**config.mk**
```make
export PLATFORM = sky130hd
export DESIGN_NAME = rma_cell
export DESIGN_NICKNAME = d
export VERILOG_FILES = /design/src/hdl/rma_pkg.sv /design/src/hdl/rma_cell.sv
export SDC_FILE = /design/constraint.sdc
export NUM_CORES = 1
export LEC_CHECK = 0
export CAP_MARGIN = 40
export CORE_AREA = 2 2 204 206
export DETAILED_ROUTE_END_ITERATION = 6
export DIE_AREA = 0 0 206 208
export DONT_BUFFER_PORTS = 1
export SETUP_SLACK_MARGIN = 0.05
export SLEW_MARGIN = 20
export SYNTH_ARGS = -nofsm -noshare
export SYNTH_HDL_FRONTEND = slang
export SYNTH_SLANG_ARGS = --single-unit
```
**constraint.sdc**
```tcl
create_clock -name clock -period 1.6 [get_ports clock]
set_input_delay 0.32 -clock clock [delete_from_list [all_inputs] [get_ports clock]]
set_output_delay 0.32 -clock clock [all_outputs]
set_load 0.01 [all_outputs]
```
**src/hdl/rma_pkg.sv**
```systemverilog
// Package for the range map allocator: command codes, word types and constants.
// Used by every module in hdl/.
`default_nettype none
package rma_pkg;

   localparam int ENTRIES_DEFAULT = 16;
   localparam int ALIGN_W = 31;

   typedef enum logic [1:0] {
      CMD_FREE   = 2'd0,
      CMD_ALLOC  = 2'd1,
      CMD_LOOKUP = 2'd2,
      CMD_TOTALS = 2'd3
   } cmd_type;

   typedef struct packed {
      logic [1:0]         command;
      logic [63:0]        req_addr;
      logic [63:0]        req_size;
      logic [ALIGN_W-1:0] align;
   } req_word_type;

   typedef struct packed {
      logic        ok;
      logic [63:0] result_addr;
      logic [63:0] found_limit;
      logic        lost;
      logic [63:0] total_free;
      logic [63:0] top_of_map;
   } rsp_word_type;

   // one table entry as it moves between cells
   typedef struct packed {
      logic [63:0] start;
      logic [63:0] length;
   } entry_type;

   // sequencer states
   typedef enum logic [3:0] {
      ST_IDLE,
      ST_CLIP,
      ST_SCAN,
      ST_FREE_DEC,
      ST_DROP,
      ST_ALIGN,
      ST_ALLOC_CHK,
      ST_GAP,
      ST_OUT
   } state_type;

   // per-cycle command to the row of cells
   typedef struct packed {
      logic      load;     // write entry at index sel
      logic      shl;      // entries above sel move down one slot
      logic      shr;      // entries from sel move up one slot
      logic      clear_top;
      entry_type wdata;
   } cell_ctl_type;

endpackage
`default_nettype wire

```
**src/hdl/rma_cell.sv**
```systemverilog
// One table slot: holds a start/length pair and takes a neighbor's entry on shifts.
// Depends on rma_pkg.
`default_nettype none
module rma_cell (
   input  wire                  clock,
   input  wire                  reset,
   input  wire                  sel_here,    // this slot is the write target
   input  wire                  at_or_above, // slot index >= target
   input  wire                  above,       // slot index > target
   input  wire                  is_top,      // slot index == count-1 (for clear)
   input  wire rma_pkg::cell_ctl_type ctl,
   input  wire rma_pkg::entry_type    from_lower,
   input  wire rma_pkg::entry_type    from_upper,
   output rma_pkg::entry_type         q
);
   rma_pkg::entry_type data_ff, data_in;

   // next value: load wins, then shifts, then clear
   always_comb begin
      data_in = data_ff;
      if (ctl.load && sel_here) begin
         data_in = ctl.wdata;
      end else if (ctl.shr && above) begin
         data_in = from_lower;
      end else if (ctl.shl && at_or_above) begin
         data_in = from_upper;
      end else if (ctl.clear_top && is_top) begin
         data_in = '0;
      end
   end

   always_ff @(posedge clock) begin
      if (reset) begin
         data_ff <= '0;
      end else begin
         data_ff <= data_in;
      end
   end

   assign q = data_ff;
endmodule
`default_nettype wire

```
# Word level (Yosys, flattened, before mapping)
# Index checks and enable logic that the tools add are counted.
[word_totals]
reg_bits = 128
input_bits = 394
out_inout_bits = 128
word_cells = 11
[classes]
mux = 4
reduce_logical = 5
[ops]
columns = ["op", "count"]
rows = [
  ["128-bit 2-to-1 mux", 4],
  ["1-bit logical AND", 4],
  ["4-bit nonzero test", 1],
]

# Depth between registers and ports, before layout
[depth]
ltp_word = 5
ltp_mapped = 6
mapped_depth_nobuf = 3

# Worst setup path before layout
# OpenSTA, ideal clock, no wires.
[synth_timing]
kind = "input to register"
from = "input port ctl[130] (netlist bit)"
to = "register data_ff, in the netlist q[100]"
setup_ps = 117
arrival_ps = 1444
required_time_ps = 1483
slack_ps = 39
cell_stages = 5
path_buffers = 2
path_cell_list = "a222oi_1 -> a21oi_1 -> clkbuf_1 -> clkbuf_1 -> a32o_1"
[synth_via]
elab_chain_cells = 4
elab_cells_between_ends = 5
classes_between = "mux: 3; reduce/logical: 2"
[synth_lines]
columns = ["item", "line_no", "text"]
rows = [
  ["start, declared", "rma_cell.sv:11", "input wire rma_pkg::cell_ctl_type ctl,"],
  ["1-bit logical AND *", "rma_cell.sv:25", "end else if (ctl.shl && at_or_above) begin"],
  ["128-bit 2-to-1 mux", "rma_cell.sv:25", ""],
  ["128-bit 2-to-1 mux", "rma_cell.sv:23", "end else if (ctl.shr && above) begin"],
  ["128-bit 2-to-1 mux", "rma_cell.sv:21", "if (ctl.load && sel_here) begin"],
  ["end signal, assigned", "rma_cell.sv:36", "data_ff <= data_in;"],
  ["end, declared", "rma_cell.sv:16", "rma_pkg::entry_type data_ff, data_in;"],
]
# Every way passes the cells marked *; elsewhere a longest branch is shown, timed or not.
# A chain may end at the register's enable or synchronous reset.

# Final worst setup path
[layout_timing]
from = "input port above"
to = "register data_ff, in the netlist q[5]"
[layout_via]
elab_chain_cells = 3
elab_cells_between_ends = 4
classes_between = "mux: 2; reduce/logical: 2"
[layout_lines]
columns = ["item", "line_no", "text"]
rows = [
  ["start, declared", "rma_cell.sv:9", "input wire above,"],
  ["1-bit logical AND *", "rma_cell.sv:23", ""],
  ["128-bit 2-to-1 mux", "rma_cell.sv:23", ""],
  ["128-bit 2-to-1 mux", "rma_cell.sv:21", ""],
]
# Marked as above.

==> impl_metrics.py <==
metrics = {
    "run_status": {
        "outcome": "finished, final reports clean",
    },
    "flow_run": {
        "max_cap_violations": 0,
    },
    "timing": {
        "fin_crit_sh_pct": 95.5,
        "max_slew.worst_pin.slew_ns": 0.565,
        "maxSlewHeadroom_pct": 62.3,
        "final.setup_skew_ns": 0,
        "final_max_slew_viol_count": 0,
        "grt_setup_unrepaired": "no",
        "finalHoldViolations": 0,
        "timing.final.setup_violations": 0,
        "tns_ns": 0,
        "fmax_mhz": 654,
        "final_period_minus_worst_setup_slack_ns": 1.53,
    },
    "route": {
        "residual_drc": 0,
        "routedWlPerCell_um": 23.2,
        "total_number_of_vias": 7628,
        "drt_wl_total_mm": 31.9,
        "first_pass_iters": 5,
        "final_antenna_violating_net_count": 0,
        "first_iter_violations": 719,
        "routed_via_density": 5.53,
    },
    "synthesis": {
        "synthTopCellsByCount": "sky130_fd_sc_hd__nand3_1 (184), sky130_fd_sc_hd__dfxtp_1 (128), sky130_fd_sc_hd__clkbuf_1 (102)",
        "postSynthRegisterBits": 128,
        "yosys.cell_types.count": 21,
        "post_synth_edffs": 0,
        "seq_total_area_yosys_pct": 35.5,
        "most_used_flip_flop_cell_after_synthesis": "sky130_fd_sc_hd__dfxtp_1",
        "synthMostInstantiatedCell": "sky130_fd_sc_hd__nand3_1",
        "synthArstFlopShare_pct": 0,
        "synthCells": 863,
        "yosysTopAreaCell": "sky130_fd_sc_hd__dfxtp_1",
        "synth.top_cell.area_share_pct": 35.5,
        "synthesis.area_mm2": 0.00721,
        "synthesis.area_per_instance_um2": 8.36,
        "syn-num-nets": 1257,
        "ys_top_cells_by_area": "sky130_fd_sc_hd__dfxtp_1 (36%), sky130_fd_sc_hd__a32o_1 (13%), sky130_fd_sc_hd__nand3_1 (13%)",
        "ys_warns": 0,
    },
    "cts": {
        "cts_root_buffer": "sky130_fd_sc_hd__clkbuf_16",
        "clkSlewWorstSetupHoldPaths_ns": 0.06,
        "clkLatencyLatePin_ns": 0.45,
        "cts_inserted_buffers": 17,
        "cts.path.max_buffers": 2,
        "clkSinkCount": 128,
        "cts_tree": "done",
        "cts_htree_levels": 4,
        "cts.repair_timing.setup_buffer_count": 0,
    },
    "layout": {
        "post-route-util_pct": 21.6,
        "drive_above_1_share_pct": 18.6,
        "layout.area.seq_mm2": 0.00256,
        "nFillCells": 4404,
        "multi_input_comb_area_mm2": 0.00415,
        "largest_register_ffs": 128,
        "finalNetCount": 1226,
        "area.growth.synth_to_final_pct": 21.5,
    },
    "floorplanning": {
        "die_height_um": 208,
        "die-width_um": 206,
        "num_io_pins": 522,
        "floorplan.die_area_mm2": 0.0428,
        "placementRows": 74,
        "coreArea_mm2": 0.0406,
        "initial_core_utilization_pct": 17.8,
    },
    "worst_setup_path": {
        "start_kind": "primary input",
        "arrival_ns": 1.86,
        "cp_data_required_time_ns": 1.94,
        "crit_path_end_kind": "register",
        "timing.setup.critical_path_class": "in2reg",
        "worst-path-max-fanout": 131,
        "rrSetupSlack_ns": 0.30,
        "timing.reg2reg.worst_path_depth": 3,
        "worstReg2RegStart": "q[5]$_SDFFE_PP0P_",
        "r2r-end": "q[5]$_SDFFE_PP0P_",
    },
    "power_and_ir_drop": {
        "power.density_cell_area_mw_per_mm2": 1020,
        "leakagePower_nw": 2.74,
        "vdd_ir_drop_max_uv": 613,
    },
    "global_route": {
        "grt_max_degree": 132,
        "antenna_found_initial": 7,
        "via_count_of_the_first_global_routing_pass": 7397,
        "grt_first_pass_wirelength_mm": 43.7,
        "globalRoute.totalOverflow": 0,
        "globalRouteTotalUtil_pct": 13.9,
    },
    "hold_path": {
        "min_to": "q[75]$_SDFFE_PP0P_",
        "whs_path_depth": 2,
        "hold_path_class": "in2reg",
        "hold_path_startpoint": "from_upper[75]",
    },
    "placement": {
        "dpl.hpwl_mm": 23.1,
        "io_buffers": 0,
        "finalWeightedCongestion": 0.831,
    },
}
==> repair_timing <==
| action | CTS | global route |
|---|---|---|
| hold endpoints to repair | 36 | 0 |
| hold buffers | 39 | 0 |
| resized for setup | 0 | 2 |
| setup endpoints to repair | 0 | 1 |
==> worst max-delay path by stage <==
stage,from,endpoint,slack (ns),cells after the start
2_1_floorplan,ctl[130],q[100]$_SDFFE_PP0P_,0.04,5
3_3_place_gp,ctl[130],q[110]$_SDFFE_PP0P_,0.06,5
3_5_place_dp,ctl[130],q[60]$_SDFFE_PP0P_,0.04,5
4_1_cts,ctl[130],q[5]$_SDFFE_PP0P_,0.07,6
5_1_grt,ctl[130],q[5]$_SDFFE_PP0P_,0.05,6
6_report,above,q[5]$_SDFFE_PP0P_,0.07,6
==> cell families (layout without fill, tap and decap cells) <==
logic type | Yosys count | count (layout) | share of synthesized area, %
buffers and inverters | 121 | 102 | 7.39
DFF | 128 | 128 | 35.5
and+or+nand+nor | 319 | 319 | 24.4
other | 0 | 4 | 0
AOI/OAI and AO/OA | 295 | 295 | 32.6
==> cell type report <==
cell class	instances	area share (%)
Antenna cell	4	0.114
Clock buffer	22	5.30
Clock inverter	9	1.26
Multi-Input combinational cell	614	47.4
Sequential cell	128	29.2
Tap cell	532	7.60
Timing Repair Buffer	71	9.14
==> metrics by stage <==
| step | area (µm²) | setup WS, ns | instances | power [mW] | hold WS (ns) |
|---|---|---|---|---|---|
| finish | 8760 | 0.0718 | 1380 | 8.90 | 0.0652 |
| detailed placement | 7780 | 0.0355 | 1306 | 4.99 | 0.444 |
| floorplan | 7210 | 0.0389 | 863 | 4.70 | 0.435 |
| global route | 8760 | 0.0523 | 1380 | 9.34 | 0.0351 |
| CTS | 8750 | 0.0739 | 1376 | 9.09 | 0.00401 |
| global placement | 7780 | 0.0589 | 1306 | 4.96 | 0.437 |
==> per-layer routing <==
| layer | vias to the layer above | global-route usage, % | wire (µm) |
|---|---|---|---|
| met1 | 3673 | 13.5 | 11400 |
| met2 | 512 | 23.4 | 15300 |
| met5 | - | 0 | 27 |
| met3 | 101 | 5.36 | 3090 |
| met4 | 4 | 10.7 | 2190 |
| li1 | 3338 | - | - |
==> placed cells by master, fill, tap and decap left out, drive strengths merged, types with 22 or more instances in the layout <==
| cell | n |
|---|---|
| dlygate4sd3 | 39 |
| nand3 | 184 |
| o21ai | 36 |
| buf | 32 |
| a31oi | 36 |
| dfxtp | 128 |
| clkbuf | 22 |
| and3 | 36 |
| a32o | 92 |
| or2 | 92 |
| a32oi | 36 |
| o211ai | 92 |
==> worst max-delay path, cell delays in order <==
cell                            delay (ns)
sky130_fd_sc_hd__a222oi_1             0.28
sky130_fd_sc_hd__buf_4                0.21
sky130_fd_sc_hd__nand2b_1             0.15
sky130_fd_sc_hd__buf_12               0.19
sky130_fd_sc_hd__o21ai_1              0.09
sky130_fd_sc_hd__dlygate4sd3_1        0.57
==> power breakdown <==
group | leakage (nW) | switching, mW | internal (mW) | total [mW]
registers | 1.05 | 0.339 | 3.44 | 3.78
logic | 1.41 | 0.636 | 0.596 | 1.23
clock network | 0.272 | 1.53 | 2.36 | 3.89
total | 2.74 | 2.51 | 6.39 | 8.90
No activity file was read; power rests on OpenSTA's default activity.
