==> src/hdl/rma_pkg.sv <==
// Package for the range map allocator: command codes, word types and constants.
// Used by every module in hdl/.
`default_nettype none
package rma_pkg;

   localparam int ENTRIES_DEFAULT = 16;
   localparam int ALIGN_W = 31;

   typedef enum logic [1:0] {
      CMD_FREE   = 2'd0,
      CMD_ALLOC  = 2'd1,
      CMD_LOOKUP = 2'd2,
      CMD_TOTALS = 2'd3
   } cmd_type;

   typedef struct packed {
      logic [1:0]         command;
      logic [63:0]        req_addr;
      logic [63:0]        req_size;
      logic [ALIGN_W-1:0] align;
   } req_word_type;

   typedef struct packed {
      logic        ok;
      logic [63:0] result_addr;
      logic [63:0] found_limit;
      logic        lost;
      logic [63:0] total_free;
      logic [63:0] top_of_map;
   } rsp_word_type;

   // one table entry as it moves between cells
   typedef struct packed {
      logic [63:0] start;
      logic [63:0] length;
   } entry_type;

   // sequencer states
   typedef enum logic [3:0] {
      ST_IDLE,
      ST_CLIP,
      ST_SCAN,
      ST_FREE_DEC,
      ST_DROP,
      ST_ALIGN,
      ST_ALLOC_CHK,
      ST_GAP,
      ST_OUT
   } state_type;

   // per-cycle command to the row of cells
   typedef struct packed {
      logic      load;     // write entry at index sel
      logic      shl;      // entries above sel move down one slot
      logic      shr;      // entries from sel move up one slot
      logic      clear_top;
      entry_type wdata;
   } cell_ctl_type;

endpackage
`default_nettype wire

==> src/hdl/rma_divider.sv <==
// Radix-2 remainder unit: 64-bit value modulo 31-bit divisor, one bit per cycle.
// Depends on rma_pkg.
`default_nettype none
module rma_divider (
   input  wire                         clock,
   input  wire                         reset,
   input  wire                         start,
   input  wire [63:0]                  dividend,
   input  wire [rma_pkg::ALIGN_W-1:0]  divisor,
   output logic                        done,
   output logic [rma_pkg::ALIGN_W-1:0] remainder
);
   logic [63:0]               quo_ff, quo_in;
   logic [rma_pkg::ALIGN_W:0] rem_ff, rem_in;
   logic [6:0]                cnt_ff, cnt_in;
   logic                      busy_ff, busy_in;
   logic [rma_pkg::ALIGN_W:0] trial;

   // shift one dividend bit in, subtract when it fits
   always_comb begin
      quo_in  = quo_ff;
      rem_in  = rem_ff;
      cnt_in  = cnt_ff;
      busy_in = busy_ff;
      trial   = {rem_ff[rma_pkg::ALIGN_W-1:0], quo_ff[63]};
      if (start) begin
         quo_in  = dividend;
         rem_in  = '0;
         cnt_in  = 7'd64;
         busy_in = 1'b1;
      end else if (busy_ff) begin
         quo_in = {quo_ff[62:0], 1'b0};
         rem_in = (trial >= {1'b0, divisor}) ? trial - {1'b0, divisor} : trial;
         cnt_in = cnt_ff - 7'd1;
         if (cnt_ff == 7'd1) begin
            busy_in = 1'b0;
         end
      end
   end

   always_ff @(posedge clock) begin
      if (reset) begin
         busy_ff <= 1'b0;
         cnt_ff  <= '0;
      end else begin
         busy_ff <= busy_in;
         cnt_ff  <= cnt_in;
      end
      quo_ff <= quo_in;
      rem_ff <= rem_in;
   end

   assign done      = busy_ff && (cnt_ff == 7'd1);
   assign remainder = rem_in[rma_pkg::ALIGN_W-1:0];
endmodule
`default_nettype wire

==> config.mk <==
export PLATFORM = sky130hd
export DESIGN_NAME = rma_divider
export DESIGN_NICKNAME = d
export VERILOG_FILES = /design/src/hdl/rma_pkg.sv /design/src/hdl/rma_divider.sv
export SDC_FILE = /design/constraint.sdc
export NUM_CORES = 1
export LEC_CHECK = 0
export BUFFER_PORTS_ARGS = -buffer_cell sky130_fd_sc_hd__buf_2
export CORE_UTILIZATION = 43
export CTS_CLUSTER_SIZE = 12
export DETAILED_ROUTE_END_ITERATION = 12
export PLACE_DENSITY = 0.65
export SYNTH_ARGS = -nofsm -noshare
export SYNTH_HDL_FRONTEND = slang
export SYNTH_SLANG_ARGS = --single-unit
==> constraint.sdc <==
create_clock -name clock -period 3.2 [get_ports clock]
set_input_delay 0.16 -clock clock [delete_from_list [all_inputs] [get_ports clock]]
set_output_delay 0.16 -clock clock [all_outputs]
set_load 0.01 [all_outputs]
; After elaboration in Yosys (flattened, before gate mapping)
; Index checks and enable logic that the tools add are counted.
; W data, S select, Z words.
[word_totals]
reg_bits = 103
in_bits = 98
out_inout_bits = 32
[classes]
addsub = 2
n_lt_le_gt_ge = 1
eq_ne = 1
n_mux = 10
reduce_logical = 3
[ops]
columns = operator, n
row1 = $mux W64, 2
row2 = $mux W31, 3
row3 = $ge A32 B31 Y1, 1
row4 = $sub A31 B31 Y31, 1
row5 = $mux W7, 2
row6 = $eq A7 B1 Y1 const B, 1
row7 = $sub A7 B1 Y7 const B, 1
row8 = $mux W1, 3
row9 = $reduce_bool A2 Y1, 1
row10 = $reduce_or A2 Y1, 1
row11 = $logic_and A1 B1 Y1, 1

; Logic depth before layout (Yosys ltp)
; Gate-level depths: netlist (run 1).
[depth]
word_depth = 4
depth_mapped = 12
depth_no_buf = 11

; Least setup slack after synthesis (run 1)
; Ideal clock, no wire load.
[synth_path]
kind = reg-to-reg
startpoint = register quo_ff[63]
endpoint = register rem_ff[30] (netlist name)
setup_ps = 163
t_arrival_ps = 2896
path_slack_ps = 142
path_stages_with_launch = 12
synth_period_minus_slack_ps = 3058
path_cell_list = edfxtp_1 > inv_1 > ha_1 > fa_1 > nand2b_1 > a21o_1 > a211oi_1 > o21ai_0 > a41o_1 > nor2_1 > mux2_2 > a221oi_1
[synth_between]
elab_chain_len = 4
elab_cells_between_ends = 5
[synth_rtl]
columns = item, line
row1 = "start, declared", rma_divider.sv:13  ; logic [63:0] quo_ff, quo_in;
row2 = "start signal, assigned", rma_divider.sv:49  ; quo_ff <= quo_in;
row3 = $sub A31 B31 Y31 or $ge A32 B31 Y1 (tied branches), rma_divider.sv:33  ; rem_in = (trial >= {1'b0, divisor}) ? trial - {1'b0, divisor} : trial;
row4 = $mux W31 *, rma_divider.sv:33
row5 = $mux W31 *, rma_divider.sv:31  ; end else if (busy_ff) begin
row6 = $mux W31 *, rma_divider.sv:26  ; if (start) begin
row7 = via remainder (one bit), rma_divider.sv:11  ; output logic [rma_pkg::ALIGN_W-1:0] remainder
row8 = "end signal, assigned", rma_divider.sv:50  ; rem_ff <= rem_in;
row9 = "end, declared", rma_divider.sv:14  ; logic [rma_pkg::ALIGN_W:0] rem_ff, rem_in;
; The timed path passes the listed nets; every way through them passes the cells marked *.
; A chain may end at the register's enable or synchronous reset.

; Worst setup path after layout (run 1)
[layout_path]
startpoint = register quo_ff[63]
endpoint = output port remainder[10] (netlist name)
[layout_between]
elab_chain_len = 4
elab_cells_between_ends = 5
[layout_rtl]
columns = item, line
row1 = $sub A31 B31 Y31 or $ge A32 B31 Y1 (tied branches), rma_divider.sv:33
row2 = $mux W31 *, rma_divider.sv:33
row3 = $mux W31 *, rma_divider.sv:31
row4 = $mux W31 *, rma_divider.sv:26
row5 = "end, declared", rma_divider.sv:11
; Mark *: on every way between the ends. The rest lies on a longest branch, timed or not.

==> results.sh, run 1 <==
export IMPL_post_route_util_pct=60.5
export IMPL_wirelength_um=17200
export IMPL_track_usage_pct=22.7
export IMPL_grt_max_degree=53
export IMPL_seq_power_share_pct=40.7
export IMPL_violations="setup timing"
export IMPL_post_drt_wl_per_cell_um=17.3
export IMPL_first_iter_violations=359
export IMPL_rows=43
export IMPL_gp_congestion=0.945
export IMPL_cts_sinks=103
export IMPL_die_width_um=123
export IMPL_ys_ff_latch=103
export IMPL_arrival_ns=3.22
export IMPL_synth_edf_count=64
export IMPL_start_kind="register"
export IMPL_multi_input_area_mm2=0.00388
export IMPL_hold_violations=0
export IMPL_drc_errors=0
export IMPL_setup_viol=28
export IMPL_grt_overflow=0
export IMPL_rsz0062_at_grt="yes"
export IMPL_areaGrowthSynthToFinish_pct=35.4
export IMPL_power_per_cell_area_mw_per_mm2=473
export IMPL_tightest_slew_ns=0.682
export IMPL_synthesis_area_mm2=0.00627
export IMPL_r2r_start="quo_ff[63]"
export IMPL_p_clk_share_pct=29.4
export IMPL_max_freq_mhz=296
export IMPL_fin_ws_ns=-0.182
export IMPL_ir_worst_vdd_mv=0.349
export IMPL_placedCellCount=955
export IMPL_status="complete, but fails checks"
export IMPL_async_flop_share_pct=0
export IMPL_syn_nets=766
export IMPL_cts_tree="yes"
export IMPL_avgSynthCellArea_um2=9.89
export IMPL_synthesis_instances=634
export IMPL_max_slew_margin_rel_pct=54.5
export IMPL_slew_viol_final=0
export IMPL_grt_pass1_vias=5515
export IMPL_io_pins=130
export IMPL_htreeDepth=3
export IMPL_power_mw=4.01
export IMPL_fin_nets=940
export IMPL_setup_tns_ns=-2.34
export IMPL_coreArea_mm2=0.0140
export IMPL_hp_start="dividend[0]"
export IMPL_stdcell_count=993
export IMPL_yosysWarnings=0
export IMPL_final_cell_area_mm2=0.00849
export IMPL_cp_required_ns=3.04
export IMPL_grt_antenna_before_repair=1
export IMPL_worstSetupPathType="reg -> out"
export IMPL_placed_area_mm2=0.00737
export IMPL_worstHoldPathType="in -> reg"
export IMPL_final_setup_skew_ns=0.00626
export IMPL_die_area_mm2=0.0151
export IMPL_cts_made_buffers=9
export IMPL_clock_path_buffers=2
export IMPL_fill_cells=1165
export IMPL_vias=5501
export IMPL_ys_seq_area_share_pct=43.1
export IMPL_finalCriticalPeriod_ns=3.38
export IMPL_r2r_worst_path_cells=14
export IMPL_cp_max_fo=7
export IMPL_fp_dieH_um=123
export IMPL_pwr_share_comb_pct=29.9
export IMPL_yosys_most_used_dff="edfxtp_1"
export IMPL_power_internal_mw=2.75
export IMPL_port_buffers=129
export IMPL_power_switching_mw=1.26
export IMPL_yosysUniqueCellTypes=60
export IMPL_dr_pass1_iters=5
export IMPL_seq_area_mm2=0.00271
export IMPL_n_antenna_cell=0
export IMPL_detail_route_antenna_nets=0
export IMPL_via_per_inst=5.54
export IMPL_dp_hpwl_um=11800
export IMPL_p_sw_share_pct=31.5
export IMPL_drive_gt1_share_pct=46.0
export IMPL_post_place_ws_ns=-0.0760
export IMPL_r2r_end="rem_ff[24]"
export IMPL_fin_hold_ws_ns=0.0900
export IMPL_cts_root_buf="clkbuf_16"
export IMPL_min_to="quo_ff[0]"
export IMPL_clkLatencyLatePin_ns=0.36
export IMPL_whs_path_depth=2
export IMPL_reg2reg_slack_ns=0.38
export IMPL_setup_worst_path_end_class="output pin"
export IMPL_clkTransAtPathRegs_ns=0.08
export IMPL_leakagePower_nw=3.57
export IMPL_grt_pass1_wl_um=26500
export IMPL_start_util_pct=44.7
export IMPL_cap_violations=0
export IMPL_finalCritPeriodShare_pct=106
[logic make-up after synthesis]
| kind of cell | count (synthesis) | synth area share [%] |
|---|---|---|
| muxes | 68 | 12.2 |
| xor gates and xnor gates | 23 | 3.21 |
| AOI/OAI and AO/OA | 153 | 16.9 |
| buffers and inverters | 71 | 4.31 |
| and+or+nand+nor | 182 | 13.4 |
| DFF | 103 | 43.1 |
| adders and majority gates | 34 | 6.90 |
[power by group through the flow]
| stage | clock network, mW | logic (mW) | registers [mW] |
|---|---|---|---|
| 5_1_grt | 1.25 | 1.30 | 1.65 |
| 4_1_cts | 1.21 | 1.11 | 1.63 |
| 2_1_floorplan | 0 | 0.634 | 1.63 |
| 6_report | 1.18 | 1.20 | 1.63 |
| 3_3_place_gp | 0 | 0.931 | 1.65 |
| 3_5_place_dp | 0 | 0.945 | 1.65 |
[repair_timing]
item	4_1_cts	5_1_grt
hold buffers	1	0
cloned	1	0
setup endpoints to repair	31	31
endpoints found under the hold margin	2	0
pin swaps	31	26
setup buffers	12	8
resized for setup	81	35
[state kept, by name (all words and copies together), names as in the netlist]
name,cells
cnt_ff,7
rem_ff,31
busy_ff,1
quo_ff,64
[placed cells by master, fill, tap and decap left out, drive strengths merged, types with 19 or more instances in the layout]
cell,count
nand2,67
a21oi,41
buf,191
o21ai,26
inv,45
nor2,55
a311oi,19
edfxtp,64
dfxtp,39
mux2,66
ha,33
[area by class of cell]
class	instances	area share, %
Clock buffer	9	2.65
Clock inverter	7	1.06
Timing Repair Buffer	192	14.2
Sequential cell	103	31.9
Tap cell	180	2.65
Inverter	42	1.86
Multi-Input combinational cell	460	45.7
[how the worst max path moves through the flow]
stage	from	slack, ns	to
detailed placement	quo_ff[63]	-0.08	remainder[30]
floorplan	quo_ff[63]	0.14	rem_ff[30]
finish	quo_ff[63]	-0.18	remainder[10]
global route	quo_ff[63]	-0.31	remainder[10]
global placement	quo_ff[63]	0.006	remainder[30]
CTS	quo_ff[63]	-0.16	remainder[14]
[layer usage]
metal	global-route usage [%]	wire, um	vias to the layer above	part of all wire [%]
met1	27.2	7270	2610	42
met4	6.94	419	0	2.4
li1	-	-	2663	-
met3	7.20	1280	42	7.4
met2	38.6	8220	186	48
met5	0	0	-	0
[synthesized netlist by cell type, drive strengths merged, types with 3 or more instances]
cell type | number | area, um2
nand4 | 5 | 31.3
xnor2 | 13 | 114
a311oi | 19 | 179
inv | 42 | 158
nor2b | 6 | 37.5
dfxtp | 39 | 781
o21ai | 26 | 134
xor2 | 10 | 87.6
a21oi | 41 | 216
buf | 5 | 22.5
or2 | 3 | 18.8
nand2 | 67 | 256
o21bai | 8 | 60.1
clkbuf | 24 | 90.1
nand3 | 12 | 60.1
a211oi | 7 | 57.6
mux2 | 66 | 743
ha | 33 | 413
o2111ai | 5 | 43.8
o211ai | 5 | 37.5
o21a | 5 | 37.5
a21o | 15 | 113
a21boi | 3 | 22.5
or3 | 4 | 30.0
nand2b | 9 | 56.3
nor3 | 10 | 50.1
and2 | 3 | 18.8
nor2 | 55 | 209
edfxtp | 64 | 1920
[worst max-delay path, cell delays in order (launching register included)]
cell	delay, ns
edfxtp_1	0.35
inv_1	0.05
ha_2	0.17
fa_2	0.34
nand2b_4	0.15
a21o_1	0.21
a21oi_2	0.19
a21boi_2	0.10
buf_4	0.14
a21o_1	0.18
nand2_4	0.17
buf_12	0.16
buf_6	0.09
nand2_2	0.04
a311oi_2	0.30
buf_2	0.18
Power figures use the tool's default switching activity.
==> run 2, diff against run 1 <==
==> constraint.sdc (replaced) <==
create_clock -name clock -period 3.2 [get_ports clock]
set_input_delay 0.96 -clock clock [delete_from_list [all_inputs] [get_ports clock]]
set_output_delay 0.96 -clock clock [all_outputs]
set_load 0.01 [all_outputs]
==> results.sh, run 2 (synthesis gave the netlist of run 1 again) <==
export IMPL_status="complete, but fails checks"
export IMPL_violations="setup timing"
export IMPL_drive_gt1_share_pct=57.0
export IMPL_fill_cells=1030
export IMPL_placed_area_mm2=0.00863
export IMPL_cts_root_buf="clkbuf_16"
export IMPL_n_antenna_cell=0
export IMPL_grt_pass1_vias=5751
export IMPL_port_buffers=129
export IMPL_drc_errors=0
export IMPL_clock_path_buffers=2
export IMPL_post_route_util_pct=70.5
export IMPL_whs_path_depth=2
export IMPL_worstHoldPathType="reg -> reg"
export IMPL_largest_register="quo_ff"
export IMPL_slowest_stage="fa_2"
export IMPL_track_usage_pct=24.4
export IMPL_via_per_inst=5.32
export IMPL_power_per_cell_area_mw_per_mm2=437
export IMPL_cts_tree="yes"
export IMPL_worstSetupPathType="in -> out"
export IMPL_clkLatencyLatePin_ns=0.36
export IMPL_cp_top_family="compound AO/OA/AOI/OAI gates"
export IMPL_max_slew_margin_rel_pct=47.1
export IMPL_start_kind="input pin"
export IMPL_rsz0062_at_grt="yes"
export IMPL_cap_violations=0
export IMPL_placedCellCount=1055
export IMPL_die_width_um=123
export IMPL_dp_hpwl_um=13200
export IMPL_finalCritPeriodShare_pct=139
export IMPL_clkTransAtPathRegs_ns=0.08
export IMPL_finalCriticalPeriod_ns=4.45
export IMPL_vias=5913
export IMPL_setup_viol=31
export IMPL_detail_route_antenna_nets=0
export IMPL_layout_common_cells="buf_4, buf_2, edfxtp_1"
export IMPL_cts_sinks=103
export IMPL_r2r_start="quo_ff[63]"
export IMPL_grt_max_degree=65
export IMPL_grt_overflow=0
export IMPL_start_util_pct=44.7
export IMPL_arrival_ns=3.49
export IMPL_die_area_mm2=0.0151
export IMPL_power_mw=4.32
export IMPL_dr_pass1_iters=5
export IMPL_cts_made_buffers=9
export IMPL_cp_max_fo=3
export IMPL_gp_congestion=0.895
export IMPL_startpoint="divisor[0]"
export IMPL_areaGrowthSynthToFinish_pct=57.8
export IMPL_io_pins=130
export IMPL_grt_antenna_before_repair=0
export IMPL_hp_start="cnt_ff[1]"
export IMPL_slowest_delay_ns=0.36
export IMPL_final_setup_skew_ns=0.00621
export IMPL_hold_violations=0
export IMPL_post_drt_wl_per_cell_um=16.7
export IMPL_wirelength_um=18500
export IMPL_fin_nets=1058
export IMPL_tightest_slew_ns=0.794
export IMPL_cts_hold_buf=0
export IMPL_crit_chain="buf_6, ha_4, fa_2, nand2b_4, a21o_1, a211oi_2, o21ai_2, a41o_1, nor2_2, mux2_4, a221oi_4, buf_2"
export IMPL_fp_dieH_um=123
export IMPL_final_cell_area_mm2=0.00990
export IMPL_r2r_worst_path_cells=13
export IMPL_ir_worst_vdd_mv=0.525
export IMPL_crit_cells=12
export IMPL_setup_worst_path_end_class="output pin"
export IMPL_crit_buf_inv=2
export IMPL_largest_reg_flops=64
export IMPL_cp_required_ns=2.24
export IMPL_slew_viol_final=0
export IMPL_grt_pass1_wl_um=28300
export IMPL_leakagePower_nw=4.31
export IMPL_stdcell_count=1111
export IMPL_first_iter_violations=328
export IMPL_fin_ws_ns=-1.25
export IMPL_coreArea_mm2=0.0140
export IMPL_fin_hold_ws_ns=0.522
export IMPL_htreeDepth=3
export IMPL_mostFrequentLayoutCell="buf_4"
export IMPL_max_freq_mhz=225
export IMPL_rows=43
export IMPL_reg_largest_list="quo_ff x64, rem_ff x31, cnt_ff x7"
==> run 2: cell count changes in the layout (fill, tap and decap cells not counted), sizes merged <==
cell,previous run,this run
inv,45,46
nand2,67,70
buf,191,307
bufinv,1,0
dlygate4sd3,1,0
==> run 2: routing by layer <==
metal | track usage, % | vias to the layer above | share of wire, % | wire, um
met5 | 0 | - | 0 | 0
met4 | 6.02 | 0 | 1.6 | 293
met3 | 5.39 | 19 | 4.2 | 780
met2 | 40.3 | 153 | 49 | 9060
met1 | 32.3 | 2828 | 45 | 8410
li1 | - | 2913 | - | -
==> run 2: final timing paths <==
kind	end	slack, ns
worst max-delay path	remainder[30]	-1.25
worst min-delay path	cnt_ff[1]	0.52
worst max register to register	rem_ff[14]	0.29
worst min register to register	cnt_ff[1]	0.52
==> run 2: area by class of cell <==
type / instances / area [um2] / area share, %
inverters: 42 / 171 / 1.73
clock inverters: 7 / 76.3 / 0.771
well taps: 180 / 225 / 2.28
clock buffers: 9 / 225 / 2.28
repair buffers: 307 / 2130 / 21.6
flip-flops and latches: 103 / 2700 / 27.3
multi-input cells: 463 / 4360 / 44.1
==> run 2: worst reg2reg max path: stages, from the launching register on <==
cell,delay (ns)
edfxtp_1,0.37
inv_1,0.08
ha_4,0.18
fa_2,0.36
nand2b_4,0.15
a21o_1,0.21
a211oi_2,0.26
buf_4,0.18
o21bai_4,0.06
a21oi_2,0.15
nor3_1,0.08
or3_4,0.33
a311oi_2,0.30
buf_4,0.15
==> run 2: power by group <==
part / internal (mW) / total (mW) / switching [mW]
Combinational: 0.784 / 1.56 / 0.777
Sequential: 1.56 / 1.62 / 0.0625
Clock: 0.559 / 1.14 / 0.579
Total: 2.90 / 4.32 / 1.42
==> run 2: what timing repair did <==
item / in CTS / in global routing
gates resized for setup: 59 / 71
pin swaps: 37 / 51
buffers inserted: 19 / 20
setup endpoints to repair: 31 / 32
cloned: 2 / 1
==> run 2: stage by stage <==
step / worst slack (ns) / TNS, ns
after floorplan: -0.948 / -26.62
after CTS: -1.24 / -34.57
after global routing: -1.34 / -38.37
final: -1.25 / -35.25
after global placement: -1.24 / -40.48
after detailed placement: -1.28 / -42.94
==> run 3, diff against run 2 <==
--- a/config.mk
+++ b/config.mk
@@ -6,10 +6,10 @@
 export NUM_CORES = 1
 export LEC_CHECK = 0
 export BUFFER_PORTS_ARGS = -buffer_cell sky130_fd_sc_hd__buf_2
-export CORE_UTILIZATION = 43
+export CORE_UTILIZATION = 50
 export CTS_CLUSTER_SIZE = 12
 export DETAILED_ROUTE_END_ITERATION = 12
-export PLACE_DENSITY = 0.65
+export PLACE_DENSITY = 0.74
 export SYNTH_ARGS = -nofsm -noshare
 export SYNTH_HDL_FRONTEND = slang
 export SYNTH_SLANG_ARGS = --single-unit
==> results.sh, run 3 (synthesis gave the netlist of run 1 again) <==
export IMPL_fin_ws_ns=-1.28
export IMPL_rsz0062_at_grt="yes"
export IMPL_finalCriticalPeriod_ns=4.48
export IMPL_fin_nets=1045
export IMPL_ir_worst_vdd_mv=0.297
export IMPL_final_setup_skew_ns=0.00604
export IMPL_n_antenna_cell=0
export IMPL_post_drt_wl_per_cell_um=18.2
export IMPL_grt_pass1_vias=6280
export IMPL_stdcell_count=1086
export IMPL_drc_errors=0
export IMPL_grt_pass1_wl_um=29700
export IMPL_met1_usage_pct=35.0
export IMPL_final_cell_area_mm2=0.00974
export IMPL_slew_viol_final=0
export IMPL_io_pins=130
export IMPL_worstHoldPathType="reg -> reg"
export IMPL_areaGrowthSynthToFinish_pct=55.2
export IMPL_cts_sinks=103
export IMPL_dp_hpwl_um=13200
export IMPL_placedCellCount=1040
export IMPL_layout_common_cells="buf_4, buf_2, edfxtp_1"
export IMPL_power_mw=4.45
export IMPL_track_usage_pct=29.5
export IMPL_reg2reg_slack_ns=0.19
export IMPL_clkLatencyLatePin_ns=0.36
export IMPL_seq_area_mm2=0.00270
export IMPL_finalCritPeriodShare_pct=140
export IMPL_worstSetupPathType="in -> out"
export IMPL_grt_use_met2_pct=51.6
export IMPL_clkTransAtPathRegs_ns=0.07
export IMPL_coreArea_mm2=0.0121
export IMPL_setup_worst_path_end_class="output pin"
export IMPL_dr_pass1_iters=5
export IMPL_busiest_layer="met2"
export IMPL_cp_required_ns=2.24
export IMPL_arrival_ns=3.52
export IMPL_hold_violations=0
export IMPL_grt_max_degree=60
export IMPL_wirelength_um=19700
export IMPL_cts_hold_buf=0
export IMPL_max_freq_mhz=223
export IMPL_grt_antenna_before_repair=0
export IMPL_met3_usage_pct=4.30
export IMPL_slowest_delay_ns=0.35
export IMPL_start_kind="input pin"
export IMPL_reg_largest_list="quo_ff x64, rem_ff x31, cnt_ff x7"
export IMPL_cp_max_fo=3
export IMPL_htreeDepth=3
export IMPL_clock_path_buffers=2
export IMPL_placed_area_mm2=0.00862
export IMPL_r2r_worst_path_cells=17
export IMPL_detail_route_antenna_nets=0
export IMPL_cts_root_buf="clkbuf_16"
export IMPL_port_buffers=129
export IMPL_die_width_um=114
export IMPL_cap_violations=0
export IMPL_die_area_mm2=0.0130
export IMPL_grt_overflow=0
export IMPL_rows=40
export IMPL_mostFrequentLayoutCell="buf_4"
export IMPL_cts_made_buffers=9
export IMPL_via_per_inst=5.66
export IMPL_leakagePower_nw=4.24
export IMPL_cts_tree="yes"
export IMPL_fill_cells=741
export IMPL_status="complete, but fails checks"
export IMPL_slowest_stage="fa_2"
export IMPL_largest_register="quo_ff"
export IMPL_setup_viol=32
export IMPL_start_util_pct=51.8
export IMPL_vias=6142
export IMPL_drive_gt1_share_pct=56.3
export IMPL_max_slew_margin_rel_pct=52.5
export IMPL_largest_reg_flops=64
export IMPL_tightest_slew_ns=0.712
export IMPL_crit_chain="buf_8, ha_4, fa_2, nand2b_4, a21o_1, a211oi_2, o21ai_2, a41o_1, nor2_2, mux2_4, a221oi_4, buf_2"
export IMPL_multi_input_area_mm2=0.00421
export IMPL_power_per_cell_area_mw_per_mm2=457
export IMPL_violations="setup timing"
export IMPL_gp_congestion=0.903
export IMPL_whs_path_depth=2
export IMPL_first_iter_violations=420
export IMPL_fp_dieH_um=114
-- run 3: cell types whose count changed in the layout (fill, tap and decap cells not counted), moves of 3 or more --
cell and delta:
buf_4 -9, buf_6 -9, buf_12 +4, buf_8 +3, nand2_8 -3, nor2_2 +3
-- run 3: report_power, final --
| group | total (mW) | switching [mW] | leakage (nW) | internal, mW |
|---|---|---|---|---|
| Combinational | 1.56 | 0.783 | 3.12 | 0.782 |
| Sequential | 1.63 | 0.0685 | 0.965 | 1.56 |
| Clock | 1.26 | 0.557 | 0.161 | 0.703 |
-- run 3: final timing paths --
check	start	end
hold reg to reg	cnt_ff[1]	cnt_ff[1]
hold / removal	cnt_ff[1]	cnt_ff[1]
setup / recovery	divisor[0]	remainder[30]
setup reg to reg	quo_ff[63]	rem_ff[28]
-- run 3: final cells by class --
cell class | count | share of cell area (%)
Clock buffer | 9 | 2.31
Clock inverter | 7 | 1.16
Inverter | 42 | 1.79
Tap cell | 168 | 2.16
Sequential cell | 103 | 27.8
Multi-Input combinational cell | 460 | 43.3
Timing Repair Buffer | 297 | 21.5
-- run 3: stage by stage --
stage / worst slack [ns] / util, % / TNS (ns) / hold slack [ns]
6_report: -1.28 / 80.4 / -35.68 / 0.543
5_1_grt: -1.37 / 80.4 / -38.21 / 0.567
4_1_cts: -1.18 / 78.3 / -34.39 / 0.546
3_5_place_dp: -1.28 / 71.2 / -42.49 / 0.496
3_3_place_gp: -1.23 / 71.2 / -38.72 / 0.479
2_1_floorplan: -0.948 / - / -26.62 / 0.469
-- run 3: critical path, delay by kind of cell --
| kind | cells | cell delay (ns) |
|---|---|---|
| muxes | 1 | 0.32 |
| buffers and inverters | 2 | 0.27 |
| and+or+nand+nor | 2 | 0.28 |
| AOI/OAI and AO/OA | 5 | 1.17 |
| adders and majority gates | 2 | 0.50 |
-- run 3: layer usage --
metal	vias up	share of wire [%]
li1	2886	-
met1	2935	41
met2	245	50
met3	76	5.2
met4	0	4.3
met5	-	0
-- run 3: repair_timing --
| action | in CTS | in global routing |
|---|---|---|
| setup endpoints to repair | 31 | 32 |
| pin swaps | 46 | 35 |
| setup buffers | 22 | 10 |
| gates resized for setup | 75 | 44 |
| gates cloned | 1 | 0 |
